[config.mk]
export PLATFORM = sky130hd
export DESIGN_NAME = vbs_ctrl
export DESIGN_NICKNAME = d
export VERILOG_FILES = /design/src/rtl/vbs_pkg.sv /design/src/rtl/vbs_ctrl.sv
export SDC_FILE = /design/constraint.sdc
export NUM_CORES = 1
export LEC_CHECK = 0
export ABC_AREA = 1
export BUFFER_PORTS_ARGS = -buffer_cell sky130_fd_sc_hd__buf_4
export CORE_MARGIN = 5
export CORE_UTILIZATION = 52
export CTS_BUF_LIST = sky130_fd_sc_hd__clkbuf_4 sky130_fd_sc_hd__clkbuf_8
export DETAILED_ROUTE_END_ITERATION = 10
export GPL_TIMING_DRIVEN = 1
export HOLD_SLACK_MARGIN = 0.12
export PLACE_DENSITY = 0.92
export SKIP_LAST_GASP = 1
export SYNTH_ARGS = -nofsm -noshare
export SYNTH_HDL_FRONTEND = slang
export SYNTH_SLANG_ARGS = --single-unit
[constraint.sdc]
create_clock -name clk -period 1.5 [get_ports clk]
set_clock_uncertainty 0.1 [all_clocks]
set_input_delay 0.075 -clock clk [delete_from_list [all_inputs] [get_ports clk]]
set_output_delay 0.075 -clock clk [all_outputs]
set_load 0.02 [all_outputs]
[src/rtl/vbs_pkg.sv]
`timescale 1ns / 1ps
// Shared types, codes and the stencil tap table for the volume bilaplacian core.
// No dependencies; every other file imports this package.
package vbs_pkg;

  localparam int OP_W       = 2;
  localparam int IN_CRD_W   = 5;
  localparam int CRD_W      = 6;
  localparam int SIZE_W     = 6;
  localparam int LOAD_W     = 32;
  localparam int OUT_W      = 32;
  localparam int CFG_IDX_W  = 2;
  localparam int IN_DATA_W  = 48;
  localparam int TAP_NUM    = 24;
  localparam int TAP_IDX_W  = 5;
  localparam int CLS_W      = 2;
  localparam int CLS_NUM    = 3;

  // Operation codes (in_tuser); the unused code behaves as a read
  localparam logic [OP_W-1:0] OP_LOAD   = 2'd0;
  localparam logic [OP_W-1:0] OP_FILTER = 2'd1;
  localparam logic [OP_W-1:0] OP_READ   = 2'd2;

  // Configuration register indexes
  localparam logic [CFG_IDX_W-1:0] REG_SIZE_X = 2'd0;
  localparam logic [CFG_IDX_W-1:0] REG_SIZE_Y = 2'd1;
  localparam logic [CFG_IDX_W-1:0] REG_SIZE_Z = 2'd2;

  localparam logic [SIZE_W-1:0] SIZE_RST = 6'd32;

  // Weight classes
  localparam logic [CLS_W-1:0] CLS_FACE  = 2'd0;
  localparam logic [CLS_W-1:0] CLS_AXIAL = 2'd1;
  localparam logic [CLS_W-1:0] CLS_EDGE  = 2'd2;

  localparam logic [TAP_IDX_W-1:0] TAP_LAST = TAP_IDX_W'(TAP_NUM - 1);
  localparam logic [CLS_W-1:0]     MUL_LAST = CLS_EDGE;

  typedef struct packed {
    logic signed [2:0] dx;
    logic signed [2:0] dy;
    logic signed [2:0] dz;
    logic [CLS_W-1:0]  cls;
  } tap_t;

  typedef enum logic [1:0] {
    RES_LOAD,
    RES_READ,
    RES_FILTER
  } res_sel_t;

  // Controller to datapath commands
  typedef struct packed {
    logic                 start;
    logic                 ctr_rd;
    logic                 tap_rd;
    logic [TAP_IDX_W-1:0] tap_idx;
    logic                 mul;
    logic [CLS_W-1:0]     mul_idx;
    logic                 mul_first;
    logic                 res_load;
    logic                 mem_wr;
    res_sel_t             res_sel;
  } cmd_t;

  function automatic tap_t tap_get(input logic [TAP_IDX_W-1:0] idx);
    tap_t t;
    case (idx)
      5'd0:    t = '{ 3'sd1,  3'sd0,  3'sd0,  CLS_FACE};
      5'd1:    t = '{-3'sd1,  3'sd0,  3'sd0,  CLS_FACE};
      5'd2:    t = '{ 3'sd0,  3'sd1,  3'sd0,  CLS_FACE};
      5'd3:    t = '{ 3'sd0, -3'sd1,  3'sd0,  CLS_FACE};
      5'd4:    t = '{ 3'sd0,  3'sd0,  3'sd1,  CLS_FACE};
      5'd5:    t = '{ 3'sd0,  3'sd0, -3'sd1,  CLS_FACE};
      5'd6:    t = '{ 3'sd2,  3'sd0,  3'sd0,  CLS_AXIAL};
      5'd7:    t = '{-3'sd2,  3'sd0,  3'sd0,  CLS_AXIAL};
      5'd8:    t = '{ 3'sd0,  3'sd2,  3'sd0,  CLS_AXIAL};
      5'd9:    t = '{ 3'sd0, -3'sd2,  3'sd0,  CLS_AXIAL};
      5'd10:   t = '{ 3'sd0,  3'sd0,  3'sd2,  CLS_AXIAL};
      5'd11:   t = '{ 3'sd0,  3'sd0, -3'sd2,  CLS_AXIAL};
      5'd12:   t = '{ 3'sd1,  3'sd1,  3'sd0,  CLS_EDGE};
      5'd13:   t = '{ 3'sd1, -3'sd1,  3'sd0,  CLS_EDGE};
      5'd14:   t = '{-3'sd1,  3'sd1,  3'sd0,  CLS_EDGE};
      5'd15:   t = '{-3'sd1, -3'sd1,  3'sd0,  CLS_EDGE};
      5'd16:   t = '{ 3'sd1,  3'sd0,  3'sd1,  CLS_EDGE};
      5'd17:   t = '{ 3'sd1,  3'sd0, -3'sd1,  CLS_EDGE};
      5'd18:   t = '{-3'sd1,  3'sd0,  3'sd1,  CLS_EDGE};
      5'd19:   t = '{-3'sd1,  3'sd0, -3'sd1,  CLS_EDGE};
      5'd20:   t = '{ 3'sd0,  3'sd1,  3'sd1,  CLS_EDGE};
      5'd21:   t = '{ 3'sd0,  3'sd1, -3'sd1,  CLS_EDGE};
      5'd22:   t = '{ 3'sd0, -3'sd1,  3'sd1,  CLS_EDGE};
      5'd23:   t = '{ 3'sd0, -3'sd1, -3'sd1,  CLS_EDGE};
      default: t = '{ 3'sd0,  3'sd0,  3'sd0,  CLS_EDGE};
    endcase
    return t;
  endfunction

endpackage

[src/rtl/vbs_ctrl.sv]
`timescale 1ns / 1ps
// Sequencer for the volume bilaplacian core: item acceptance, tap read
// sequence, multiply steps and result hand-off. Depends on vbs_pkg.
module vbs_ctrl (
  input  logic              clk,
  input  logic              rst_n,
  input  logic              in_tvalid,
  output logic              in_tready,
  input  logic [vbs_pkg::OP_W-1:0] in_op,
  output logic              out_tvalid,
  input  logic              out_tready,
  output vbs_pkg::cmd_t     cmd
);
  import vbs_pkg::*;

  typedef enum logic [2:0] {
    ST_IDLE,
    ST_RD,
    ST_TAPS,
    ST_MUL,
    ST_FIN,
    ST_DONE
  } state_t;

  state_t                 state_r, state_nxt;
  logic [TAP_IDX_W-1:0]   tap_cnt_r, tap_cnt_nxt;
  logic [CLS_W-1:0]       mul_cnt_r, mul_cnt_nxt;
  res_sel_t               kind_r, kind_nxt;
  logic                   out_valid_r, out_valid_nxt;
  logic                   res_free;

  assign res_free   = !out_valid_r || out_tready;
  assign in_tready  = (state_r == ST_IDLE);
  assign out_tvalid = out_valid_r;

  always_comb begin
    state_nxt   = state_r;
    tap_cnt_nxt = tap_cnt_r;
    mul_cnt_nxt = mul_cnt_r;
    kind_nxt    = kind_r;
    cmd         = '0;
    cmd.res_sel = kind_r;
    cmd.tap_idx = tap_cnt_r;
    cmd.mul_idx = mul_cnt_r;
    case (state_r)
      ST_IDLE: begin
        if (in_tvalid) begin
          cmd.start = 1'b1;
          case (in_op)
            OP_LOAD: begin
              kind_nxt  = RES_LOAD;
              state_nxt = ST_DONE;
            end
            OP_FILTER: begin
              kind_nxt    = RES_FILTER;
              tap_cnt_nxt = '0;
              state_nxt   = ST_TAPS;
            end
            default: begin
              kind_nxt  = RES_READ;
              state_nxt = ST_RD;
            end
          endcase
        end
      end
      ST_RD: begin
        cmd.ctr_rd = 1'b1;
        state_nxt  = ST_DONE;
      end
      ST_TAPS: begin
        cmd.tap_rd = 1'b1;
        if (tap_cnt_r == TAP_LAST) begin
          mul_cnt_nxt = '0;
          state_nxt   = ST_MUL;
        end else begin
          tap_cnt_nxt = tap_cnt_r + 1'b1;
        end
      end
      ST_MUL: begin
        cmd.mul       = 1'b1;
        cmd.mul_first = (mul_cnt_r == CLS_FACE);
        if (mul_cnt_r == MUL_LAST) begin
          state_nxt = ST_FIN;
        end else begin
          mul_cnt_nxt = mul_cnt_r + 1'b1;
        end
      end
      ST_FIN: begin
        // last product lands in the accumulator this cycle
        state_nxt = ST_DONE;
      end
      ST_DONE: begin
        if (res_free) begin
          cmd.res_load = 1'b1;
          cmd.mem_wr   = (kind_r != RES_READ);
          state_nxt    = ST_IDLE;
        end
      end
      default: state_nxt = ST_IDLE;
    endcase
  end

  always_comb begin
    out_valid_nxt = out_valid_r;
    if (cmd.res_load) begin
      out_valid_nxt = 1'b1;
    end else if (out_tready) begin
      out_valid_nxt = 1'b0;
    end
  end

  always_ff @(posedge clk) begin
    if (!rst_n) begin
      state_r     <= ST_IDLE;
      tap_cnt_r   <= '0;
      mul_cnt_r   <= '0;
      kind_r      <= RES_LOAD;
      out_valid_r <= 1'b0;
    end else begin
      state_r     <= state_nxt;
      tap_cnt_r   <= tap_cnt_nxt;
      mul_cnt_r   <= mul_cnt_nxt;
      kind_r      <= kind_nxt;
      out_valid_r <= out_valid_nxt;
    end
  end

`ifndef SYNTH
  a_no_overwrite: assert property (@(posedge clk) disable iff (!rst_n)
    cmd.res_load |-> (!out_valid_r || out_tready))
    else $error("result register overwritten while a transfer is pending");

  a_taps_to_mul: assert property (@(posedge clk) disable iff (!rst_n)
    (cmd.tap_rd && cmd.tap_idx == TAP_LAST) |=> (cmd.mul && cmd.mul_first))
    else $error("multiply sequence did not follow the last tap read");

  a_one_cmd: assert property (@(posedge clk) disable iff (!rst_n)
    $onehot0({cmd.start, cmd.ctr_rd, cmd.tap_rd, cmd.mul, cmd.res_load}))
    else $error("more than one datapath command in a cycle");

  a_wr_with_res: assert property (@(posedge clk) disable iff (!rst_n)
    cmd.mem_wr |-> (cmd.res_load && cmd.res_sel != RES_READ))
    else $error("voxel write outside a load or filter result");
`endif

endmodule

# Word level (Yosys, flattened, before mapping)
# Cells that the tools add are included.
# Widths: inputs -> output; s select.
# totals
reg_bits	13
latchBits	0
ram_bits	0
romBits	0
in_bits	6
out_inout_bits	18
word_cells	60
n_memories	0
# classes
n_addsub	2
multipliers	0
div_mod_pow	0
magnitude_cmp	0
eq_ne	16
shifts	0
mux	24
bitwise_logic	0
reduce_logical	13
# ops
operator	n
$mux 5	3
$pmux 3 s5	1
$mux 3	4
$ne 2x2->1 const B	6
$pmux 5 s2	1
$mux 1	8
$mux 2	4
$pmux 2 s2	2
$reduce_and 4->1	2
$eq 3x2->1 const B	2
$eq 3x3->1 const B	2
$pmux 3 s2	1
$reduce_bool 2->1	3
$add 5x1->5 const B	1
$eq 5x5->1 const B	1
$logic_not 2->1	2
$ne 2x1->1 const B	2
$eq 3x1->1 const B	1
$logic_not 3->1	1
$reduce_and 3->1	1
$add 2x1->2 const B	1
$eq 2x1->1 const B	1
$eq 2x2->1 const B	1
$reduce_and 2->1	1
other kinds (3)	3

# Longest topological paths before layout
# Gate-level depths: netlist of the first run.
# depth
word_depth	5
ltp_mapped	9
ltp_nobuf	9

# Worst setup path after synthesis of the first run
# OpenSTA, ideal clock, no wires.
# synth_timing
kind	register to register
from	reg tap_cnt_r[0]
to	reg state_r[0]
setup_ns	0.070
arrival_ns	1.277
setup_slack_ns	0.053
path_stages_with_launch	10
period_less_slack_ns	1.447
path_cell_list	dfxtp_1 ha_1 nand2_1 inv_1 nand2_1 nand2_1 nand2_1 nor2_1 nand2_1 a21oi_1
# synth_via
elab_chain_len	3
# synth_lines
item	line_no	source
from (decl)	vbs_ctrl.sv:26	logic [TAP_IDX_W-1:0] tap_cnt_r, tap_cnt_nxt;
from (signal assigned)	vbs_ctrl.sv:121	tap_cnt_r <= tap_cnt_nxt;
$eq 5x5->1	vbs_ctrl.sv:72	if (tap_cnt_r == TAP_LAST) begin
$ne 2x2->1 (no source line)	--	
$reduce_and 4->1 (no source line)	--	
to (signal assigned)	vbs_ctrl.sv:120	state_r <= state_nxt;
to (decl)	vbs_ctrl.sv:25	state_t state_r, state_nxt;
# No other way between the ends.
# A chain may end at the register's enable or synchronous reset.

==> impl_metrics.toml, run 1 <==
[timing]
fin_ws_ps = 46.5
rsz0062_at_grt = "yes"
tightest_slew_ps = 218
slew_violations = 0
period_needed_ps = 1450
fin_setup_tns_ps = 0
finalCritPeriodShare_pct = 96.9
fmaxAchievable_mhz = 688
fin_hold_ws_ps = 380
maxSlewHeadroom_pct = 85.3
final-hold-violation-count = 0
setup_viol = 0

[hold_path]
hold_path_startpoint = "kind_r[0]"
hold_class = "flop to flop"
hold_depth = 2
holdPathEnd = "kind_r[0]"

[logic_synthesis]
synth.distinct_cells = 19
syn_inst = 128
synth_area_per_cell_um2 = 6.33
async_flop_share_pct = 0
yosysSeqAreaShare_pct = 32.1
netlist_top_cells_count = "27 x nand2_1, 19 x inv_1, 18 x nor2_1"
synth_top_flop_cell = "dfxtp_1"
yosysWarnings = 0
synth.area.top_cells = "dfxtp_1 32%, nand2_1 13%, inv_1 8.8%, nor2_1 8.3%, a21oi_1 7.4%"
synth_edf_count = 0
synth-seq-cells = 13
synth_most_common_cell = "nand2_1"
yosys.area.top_type_share_pct = 32.1
yosysTopAreaCell = "dfxtp_1"
synthesis.area_um2 = 811
synth_fp_nets = 137

[grt]
grt_pass1_wl_mm = 3.77
antenna_found_initial = 0
grt_pass1_vias = 889
grt_max_degree = 10
overflow = 0
gr-usage-all-layers_pct = 19.4

[critical_path]
worst-setup-path-type = "flop to output port"
path_cells = "nor2_4, nand2_2, inv_2, nand2_2, inv_2, buf_4"
rrSetupSlack_ps = 70
endpoint_kind = "output port"
cp-start-kind = "flop"
worstPathArrival_ps = 1280
worstReg2RegStart = "state_r[2]"
critPathMaxStageDelay_ps = 390
crit_slowest_cell = "dfxtp_4"
ff2ff_path_depth = 9
cp_max_fo = 5
required_ps = 1320
reg2reg_to = "state_r[0]"

[die]
start_util_pct = 54.5
die_x_um = 49.5
rows = 14
core_um2 = 1490
ios = 24
die_area_um2 = 2450
dieHeight_um = 49.5

[cells_and_area]
nets = 173
drive_above_1_share_pct = 36.8
stdcell_count = 179
antenna_cells = 0
syn_to_final_growth_pct = 43.4

[clocking]
cts.htree.levels = 1
path_clk_slew_ps = 80
clkSinkCount = 13
clock-root-buffer = "clkbuf_4"
cts_tree = "done"
clock_path_buffers = 2
cts_inserted_buffers = 3
clkLatencyLatePin_ps = 280

[pwr]
leakage_nw = 0.565
cellPowerDensity_nw_per_um2 = 2010
ir_worst_vdd_uv = 1080

[place]
port_buffers = 23
dp.cells = 166
routabilityCongestion = 0.936
dp.final_hpwl_mm = 1.64
pre_cts_ws_ps = 14.3

[routing]
initialDrtViolationCount = 34
dr_total_vias = 953
drc = 0
drt-pass1-iter-count = 5
routedWlPerCell_um = 13.8
via_per_inst = 5.32
ant_nets = 0
drt_wl_total_mm = 2.48

[flow_run]
maxCapViolations = 0

[status]
status = "finished, final reports clean"
## critical path, delay by kind of cell, from the launching register on
kind,cells,cell delay [ps]
flops,1,390
simple gates,3,320
buf+inv,3,300
## where the power goes
group / leakage [nW] / switching [mW] / internal, mW
logic: 0.438 / 0.888 / 0.550
clock network: 0.0184 / 0.120 / 0.122
registers: 0.109 / 0.167 / 0.486
total: 0.565 / 1.17 / 1.16
## registers in the layout, summed over array words and instances (netlist names)
signal	flops
kind_r	2
out_tvalid	1
mul_cnt_r	2
tap_cnt_r	5
state_r	3
## placed cells by master (no fill, tap or decap)
master / n
buf_4: 28
dlygate4sd3_1: 5
dfxtp_2: 3
o21bai_1: 1
dfxtp_1: 8
nor2_4: 4
nand3_1: 10
o21a_1: 2
inv_2: 5
a21oi_1: 10
o21ai_0: 5
nor2_1: 16
ha_1: 2
nor2_2: 2
or2_2: 1
inv_1: 17
clkbuf_4: 4
a31oi_1: 1
ha_4: 1
dfxtp_4: 2
a21oi_2: 2
nand2_2: 6
nand3_2: 1
inv_4: 1
o21ai_1: 1
nand2_1: 25
## worst max-delay path by stage
stage / from / end / slack, ps / cells past startpoint
2_1_floorplan: tap_cnt_r[0] / state_r[0] / 50 / 9
3_3_place_gp: tap_cnt_r[0] / state_r[2] / 120 / 9
3_5_place_dp: tap_cnt_r[0] / state_r[0] / 10 / 9
4_1_cts: state_r[1] / cmd[2] / -10 / 5
5_1_grt: state_r[2] / state_r[0] / -20 / 9
6_report: state_r[0] / cmd[15] / 50 / 6
## stage by stage
step           util, %  total power [mW]  area (um^2)
2_1_floorplan        -              1.49          811
3_3_place_gp      67.1              1.84          998
4_1_cts           74.0              2.19         1100
3_5_place_dp      67.1              1.90          998
5_1_grt           78.1              2.50         1160
6_report          78.1              2.33         1160
## cells by family (layout without fill, tap and decap cells)
| group | after synthesis | after routing | synth area share, % |
|---|---|---|---|
| buffers and inverters | 25 | 60 | 12.2 |
| AOI/OAI and AO/OA | 22 | 22 | 14.7 |
| and+or+nand+nor | 65 | 65 | 36.4 |
| DFF | 13 | 13 | 32.1 |
| adders and majority gates | 3 | 3 | 4.63 |
## timing repair
action / in CTS / in global routing
hold buffers: 5 / 0
resized for setup: 4 / 16
pin swaps: 1 / 1
endpoints found under the setup margin: 6 / 13
setup buffers: 2 / 2
hold endpoints to repair: 13 / 0
## cell type report
class | count | area, um^2
fillers | 100 | 327
repair buffers | 33 | 260
clock buffers | 4 | 30.0
flip-flops and latches | 13 | 272
multi-input cells | 90 | 492
well taps | 16 | 20.0
inverters | 23 | 88.8
## layer usage
layer	wire length [um]	global-route usage [%]
met5	0	0
met4	43	9.17
met3	189	8.13
met2	1270	32.4
met1	980	21.1
Note: power is estimated with default switching activity, not from simulation.
==> run 2: changes to the inputs <==
--- a/config.mk
+++ b/config.mk
@@ -9,10 +9,11 @@
 export BUFFER_PORTS_ARGS = -buffer_cell sky130_fd_sc_hd__buf_4
 export CORE_MARGIN = 5
 export CORE_UTILIZATION = 52
-export CTS_BUF_LIST = sky130_fd_sc_hd__clkbuf_4 sky130_fd_sc_hd__clkbuf_8
+export CTS_BUF_LIST = sky130_fd_sc_hd__clkbuf_4
 export DETAILED_ROUTE_END_ITERATION = 10
 export GPL_TIMING_DRIVEN = 1
 export HOLD_SLACK_MARGIN = 0.12
+export MAX_ROUTING_LAYER = met4
 export PLACE_DENSITY = 0.92
 export SKIP_LAST_GASP = 1
 export SYNTH_ARGS = -nofsm -noshare
==> run 2 against run 1 <==
  * Final area unchanged
  * Via count decreased by 0.10%
  * Combinational power about the same
  * Critical path type unchanged
  * Largest cell class unchanged
==> impl_metrics.toml, run 2 (same netlist as run 1, synthesis figures left out) <==
[cells_and_area]
multiInputGateArea_um2 = 492
fin_area_um2 = 1160
stdcell_count = 179
final-seq-area_um2 = 272
largest_reg_flops = 5
reg_top3 = "tap_cnt_r x5, state_r x3"
final_cell_mix = "28 x buf_4, 25 x nand2_1, 17 x inv_1"
layout_commonest_cell = "buf_4"
drive_above_1_share_pct = 36.8
regMostFlops = "tap_cnt_r"
nets = 173
syn_to_final_growth_pct = 43.4
fillers = 100
antenna_cells = 0

[critical_path]
required_ps = 1320
cp_max_fo = 5
worst-setup-path-type = "flop to output port"
cp-start-kind = "flop"
worstPathArrival_ps = 1280
endpoint_kind = "output port"

[clocking]
clock-root-buffer = "clkbuf_4"
clkLatencyLatePin_ps = 280
cts_inserted_buffers = 3
cts.htree.levels = 1
clock_path_buffers = 2
clkSinkCount = 13
cts_tree = "done"
path_clk_slew_ps = 80

[die]
core_um2 = 1490
die_area_um2 = 2450
die_x_um = 49.5
dieHeight_um = 49.5
ios = 24
rows = 14
start_util_pct = 54.5

[timing]
setup_viol = 0
tightest_slew_ps = 218
maxSlewHeadroom_pct = 85.3
final-hold-violation-count = 0
slew_violations = 0
fmaxAchievable_mhz = 688
period_needed_ps = 1450
fin_hold_ws_ps = 380
finalCritPeriodShare_pct = 96.9
rsz0062_at_grt = "yes"

[grt]
grt_max_degree = 10
antenna_found_initial = 0
grt_pass1_vias = 888
grt_pass1_wl_mm = 3.78
overflow = 0
gr-usage-all-layers_pct = 20.0

[flow_run]
maxCapViolations = 0

[pwr]
cellPowerDensity_nw_per_um2 = 2010
leakage_nw = 0.565
ir_worst_vdd_uv = 1080

[routing]
via_per_inst = 5.32
initialDrtViolationCount = 32
ant_nets = 0
drt_wl_total_mm = 2.47
routedWlPerCell_um = 13.8
drc = 0
drt-pass1-iter-count = 4
dr_total_vias = 952

[hold_path]
hold_class = "flop to flop"

[place]
dp.final_hpwl_mm = 1.64
dp.cells = 166
placed_area_um2 = 998
port_buffers = 23
routabilityCongestion = 0.953

[status]
status = "finished, final reports clean"
==> run 2: layout make-up <==
cell class	count	share of cell area (%)
flip-flops and latches	13	23.4
inverters	23	7.64
clock buffers	4	2.58
well taps	16	1.72
multi-input cells	90	42.3
repair buffers	33	22.4
==> run 2: report_power, final <==
| group | total [mW] | internal, mW | switching, mW |
|---|---|---|---|
| clock | 0.242 | 0.122 | 0.120 |
| sequential | 0.653 | 0.486 | 0.167 |
| combinational | 1.44 | 0.550 | 0.885 |
| total | 2.33 | 1.16 | 1.17 |
==> run 2: worst max-delay path, stage by stage, from the launching register on <==
cell and delay (ps):
dfxtp_4 390, nor2_4 160, nand2_2 90, inv_2 90, nand2_2 70, inv_2 70
buf_4 140
==> run 2: routing by layer <==
metal  wire length, um  up-vias  global-route usage, %
li1                  -      466                      -
met1               931      437                   21.4
met2              1280       43                   32.4
met3               218        6                   7.83
met4                42        0                   9.17
met5                 0        -                      -
==> run 2: worst paths after layout <==
kind	from	end	slack, ps	cells past startpoint
setup / recovery	state_r[0]	cmd[15]	50	6
hold / removal	kind_r[0]	kind_r[0]	380	2
setup reg to reg	state_r[2]	state_r[0]	70	9
hold reg to reg	kind_r[0]	kind_r[0]	380	2
==> run 2: through the flow <==
step	setup TNS (ps)	total power [mW]	utilization [%]	setup slack (ps)
2_1_floorplan	0	1.49	-	53.5
3_3_place_gp	0	1.84	67.1	120
3_5_place_dp	0	1.90	67.1	14.3
4_1_cts	-12.0	2.19	74.0	-12.0
5_1_grt	-41.0	2.50	78.1	-23.6
6_report	0	2.33	78.1	47.1
==> run 2: timing repair <==
action / in CTS / in global routing
hold buffers: 5 / 0
gates cloned: 0 / 0
buffers inserted: 2 / 2
gates resized for setup: 4 / 16
endpoints found under the setup margin: 6 / 13
pin swaps: 1 / 1
hold endpoints to repair: 13 / 0
==> run 3: changes to the inputs <==
--- a/config.mk
+++ b/config.mk
@@ -9,12 +9,13 @@
 export BUFFER_PORTS_ARGS = -buffer_cell sky130_fd_sc_hd__buf_4
 export CORE_MARGIN = 5
 export CORE_UTILIZATION = 52
-export CTS_BUF_LIST = sky130_fd_sc_hd__clkbuf_4
+export CTS_BUF_LIST = sky130_fd_sc_hd__clkbuf_8
 export DETAILED_ROUTE_END_ITERATION = 10
 export GPL_TIMING_DRIVEN = 1
 export HOLD_SLACK_MARGIN = 0.12
 export MAX_ROUTING_LAYER = met4
 export PLACE_DENSITY = 0.92
+export SETUP_SLACK_MARGIN = 0.5
 export SKIP_LAST_GASP = 1
 export SYNTH_ARGS = -nofsm -noshare
 export SYNTH_HDL_FRONTEND = slang
==> run 3 against run 2 <==
  * The flow now stops in global routing
  * Synthesized cell count did not move
  * Area after synthesis is the same
==> impl_metrics.toml, run 3 <==
[status]
status = "aborted with a tool error"
flow.stopped_at = "global routing"
error_message = "[ERROR DPL-0038] Utilization greater than 100%, impossible to legalize"

[logic_synthesis]
yosysWarnings = 0
synth_most_common_cell = "nand2_1"
async_flop_share_pct = 0
synth-xor-area-share_pct = 0
synth_edf_count = 0
yosys.area.top_type_share_pct = 32.1
synthesis.area_um2 = 811
syn_inst = 128
synth.area.top_cells = "dfxtp_1 32%, nand2_1 13%, inv_1 8.8%, nor2_1 8.3%, a21oi_1 7.4%"
synth_top_flop_cell = "dfxtp_1"
synth-seq-cells = 13
synth_fp_nets = 137
synth-simple-area-share_pct = 36.4
synth.distinct_cells = 19
synth_top_family_by_area = "simple AND/OR/NAND/NOR gates"
synth-compound-area-share_pct = 14.7
yosysSeqAreaShare_pct = 32.1
synth_area_per_cell_um2 = 6.33
synth_mux_area_share_pct = 0
synthAdderAreaFrac_pct = 4.63
yosysTopAreaCell = "dfxtp_1"
netlist_top_cells_count = "27 x nand2_1, 19 x inv_1, 18 x nor2_1"

[die]
ios = 24
die_x_um = 49.5
dieHeight_um = 49.5
start_util_pct = 54.5
rows = 14

[clocking]
cts.htree.levels = 1
clock_path_buffers = 2
clkSinkCount = 13
clock-root-buffer = "clkbuf_8"
cts_inserted_buffers = 3

[grt]
grt_max_degree = 10

[place]
dp.final_hpwl_mm = 1.53
routabilityCongestion = 0.887
port_buffers = 23

[timing]
grt_repair_worst_endpoint = "state_r[2]$_SDFFE_PN0P_/D"
worst-ep-kind = "sequential cell input"
-- run 3: cell counts after synthesis --
Identical to the previous run, type by type.
-- run 3: cells by family after synthesis --
| kind of cell | after synthesis |
|---|---|
| simple gates | 65 |
| buf+inv | 25 |
| compound gates | 22 |
| flops | 13 |
| fa+ha+maj | 3 |
-- run 3: what timing repair did --
| item | in CTS |
|---|---|
| gates resized for setup | 35 |
| endpoints found under the hold margin | 9 |
| buffers inserted | 13 |
| pin swaps | 11 |
| endpoints found under the setup margin | 22 |
| hold buffers | 1 |
-- run 3: metrics by stage --
stage                     hold slack (ps)  instance area [um^2]  cells  worst slack [ps]  util, %
after floorplan                       166                   881    128               207        -
after global placement                255                  1060    165               195     71.3
after detailed placement              262                  1060    165               141     71.3
after CTS                            1.47                  1330    183               186     89.1
==> run 4: changes to the inputs <==
==> config.mk (replaced) <==
export PLATFORM = sky130hd
export DESIGN_NAME = vbs_ctrl
export DESIGN_NICKNAME = d
export VERILOG_FILES = /design/src/rtl/vbs_pkg.sv /design/src/rtl/vbs_ctrl.sv
export SDC_FILE = /design/constraint.sdc
export NUM_CORES = 1
export LEC_CHECK = 0
export ABC_AREA = 1
export BUFFER_PORTS_ARGS = -buffer_cell sky130_fd_sc_hd__buf_4
export CORE_AREA = 5 5 66 68
export DETAILED_ROUTE_END_ITERATION = 10
export DIE_AREA = 0 0 71 73
export GPL_TIMING_DRIVEN = 1
export PLACE_DENSITY_LB_ADDON = 0.15
export SKIP_LAST_GASP = 1
export SYNTH_ARGS = -nofsm -noshare
export SYNTH_HDL_FRONTEND = slang
export SYNTH_SLANG_ARGS = --single-unit
==> run 4 against run 3 <==
  * The run now ends clean
==> impl_metrics.toml, run 4 (same netlist as run 1, synthesis figures left out) <==
[status]
status = "finished, final reports clean"

[die]
rows = 23
start_util_pct = 21.3
die_x_um = 71
ios = 24
dieHeight_um = 73
die_area_um2 = 5180
core_um2 = 3800

[cells_and_area]
fillers = 439
regMostFlops = "tap_cnt_r"
syn_to_final_growth_pct = 43.1
antenna_cells = 0
reg_top3 = "tap_cnt_r x5, state_r x3"
largest_reg_flops = 5
nets = 168
final-seq-area_um2 = 269
drive_above_1_share_pct = 35.4
multiInputGateArea_um2 = 479
stdcell_count = 208
final_cell_mix = "26 x nand2_1, 26 x buf_4, 19 x inv_1"

[clocking]
clkLatencyLatePin_ps = 240
cts.htree.levels = 1
cts_tree = "done"
path_clk_slew_ps = 60
cts_inserted_buffers = 3
clock-root-buffer = "clkbuf_8"
clock_path_buffers = 2
postCtsHoldBufs = 0
clkSinkCount = 13

[pwr]
ir_worst_vdd_uv = 511
seqPwrFrac_pct = 26.5
p_total_mw = 2.32
leakage_nw = 0.550
swShare_pct = 47.4
p_int_mw = 1.22
cellPowerDensity_nw_per_um2 = 2000
combinationalPowerShare_pct = 59.6
switchingPower_mw = 1.10
clockPowerShare_pct = 13.9

[place]
routabilityCongestion = 0.842
port_buffers = 23
pre_cts_ws_ps = 36.8
dp.cells = 203
dp.final_hpwl_mm = 1.72

[timing]
tightest_slew_ps = 200
period_needed_ps = 1450
fin_setup_tns_ps = 0
fin_ws_ps = 51.2
final-hold-violation-count = 0
rsz0062_at_grt = "yes"
finalCritPeriodShare_pct = 96.6
setup_viol = 0
slew_violations = 0
fmaxAchievable_mhz = 690
fin_hold_ws_ps = 12.5
maxSlewHeadroom_pct = 86.7

[critical_path]
rrSetupSlack_ps = 120
ff2ff_path_depth = 9
cp_max_fo = 5
worstReg2RegStart = "tap_cnt_r[0]"
reg2reg_to = "tap_cnt_r[0]"
required_ps = 1320
cp-start-kind = "flop"
worstPathArrival_ps = 1270
endpoint_kind = "output port"
worst-setup-path-type = "flop to output port"

[hold_path]
holdPathEnd = "tap_cnt_r[3]"
hold_path_startpoint = "rst_n"
hold_depth = 3
hold_class = "primary input to flop"

[routing]
met2_length_mm = 1.06
routed.top_layer = "met4"
drc = 0
wl_met3_um = 89
drt-pass1-iter-count = 4
wl_met1_um = 969
via_per_inst = 4.18
routedWlPerCell_um = 10.4
ant_nets = 0
dr_total_vias = 869
initialDrtViolationCount = 17
drt_wl_total_mm = 2.17

[grt]
antenna_found_initial = 0
grt_pass1_wl_mm = 3.62
gr-usage-all-layers_pct = 8.84
grt_max_degree = 10
overflow = 0
grt_pass1_vias = 838

[flow_run]
maxCapViolations = 0
[run 4: cell type report]
type / count / area share [%]
Clock buffer: 4 / 3.88
Inverter: 23 / 7.44
Multi-Input combinational cell: 90 / 41.3
Sequential cell: 13 / 23.2
Tap cell: 50 / 5.39
Timing Repair Buffer: 28 / 18.8
[run 4: stage by stage]
stage / util, % / area [um^2]
6_report: 30.5 / 1160
5_1_grt: 30.5 / 1160
4_1_cts: 29.4 / 1120
3_5_place_dp: 28.0 / 1060
3_3_place_gp: 28.0 / 1060
2_1_floorplan: - / 811
[run 4: layer usage]
metal,global-route usage (%),up-vias
met2,15.4,14
li1,-,457
met3,2.48,4
met1,9.85,394
met5,0,-
met4,4.38,0
[run 4: how the worst max path moves through the flow]
stage            startpoint  cells after the start          to  slack (ps)
2_1_floorplan  tap_cnt_r[0]                      9  state_r[0]          50
3_3_place_gp   tap_cnt_r[0]                      9  state_r[2]          40
3_5_place_dp   tap_cnt_r[0]                      9  state_r[2]          40
4_1_cts          state_r[0]                      4      cmd[2]           4
5_1_grt          state_r[1]                      5      cmd[2]         -40
6_report         state_r[1]                      6      cmd[4]          50
[run 4: power groups by stage]
stage               Sequential (mW)  Combinational (mW)  Clock [mW]
detailed placement            0.594                1.34           0
global route                  0.637                1.56       0.346
finish                        0.615                1.39       0.323
CTS                           0.590                1.36       0.335
floorplan                     0.680               0.807           0
global placement              0.589                1.35           0
[run 4: worst max-delay path, stage by stage, from the launching register on]
cell     delay (ps)
dfxtp_2         390
nand2_2         110
nor2_4          100
buf_6           120
inv_1            60
nor2_2          120
buf_6           120
[run 4: repair_timing]
| action | 4_1_cts | 5_1_grt |
|---|---|---|
| setup buffers | 1 | 0 |
| pin swaps | 0 | 4 |
| gates resized for setup | 1 | 15 |
| endpoints found under the setup margin | 2 | 12 |
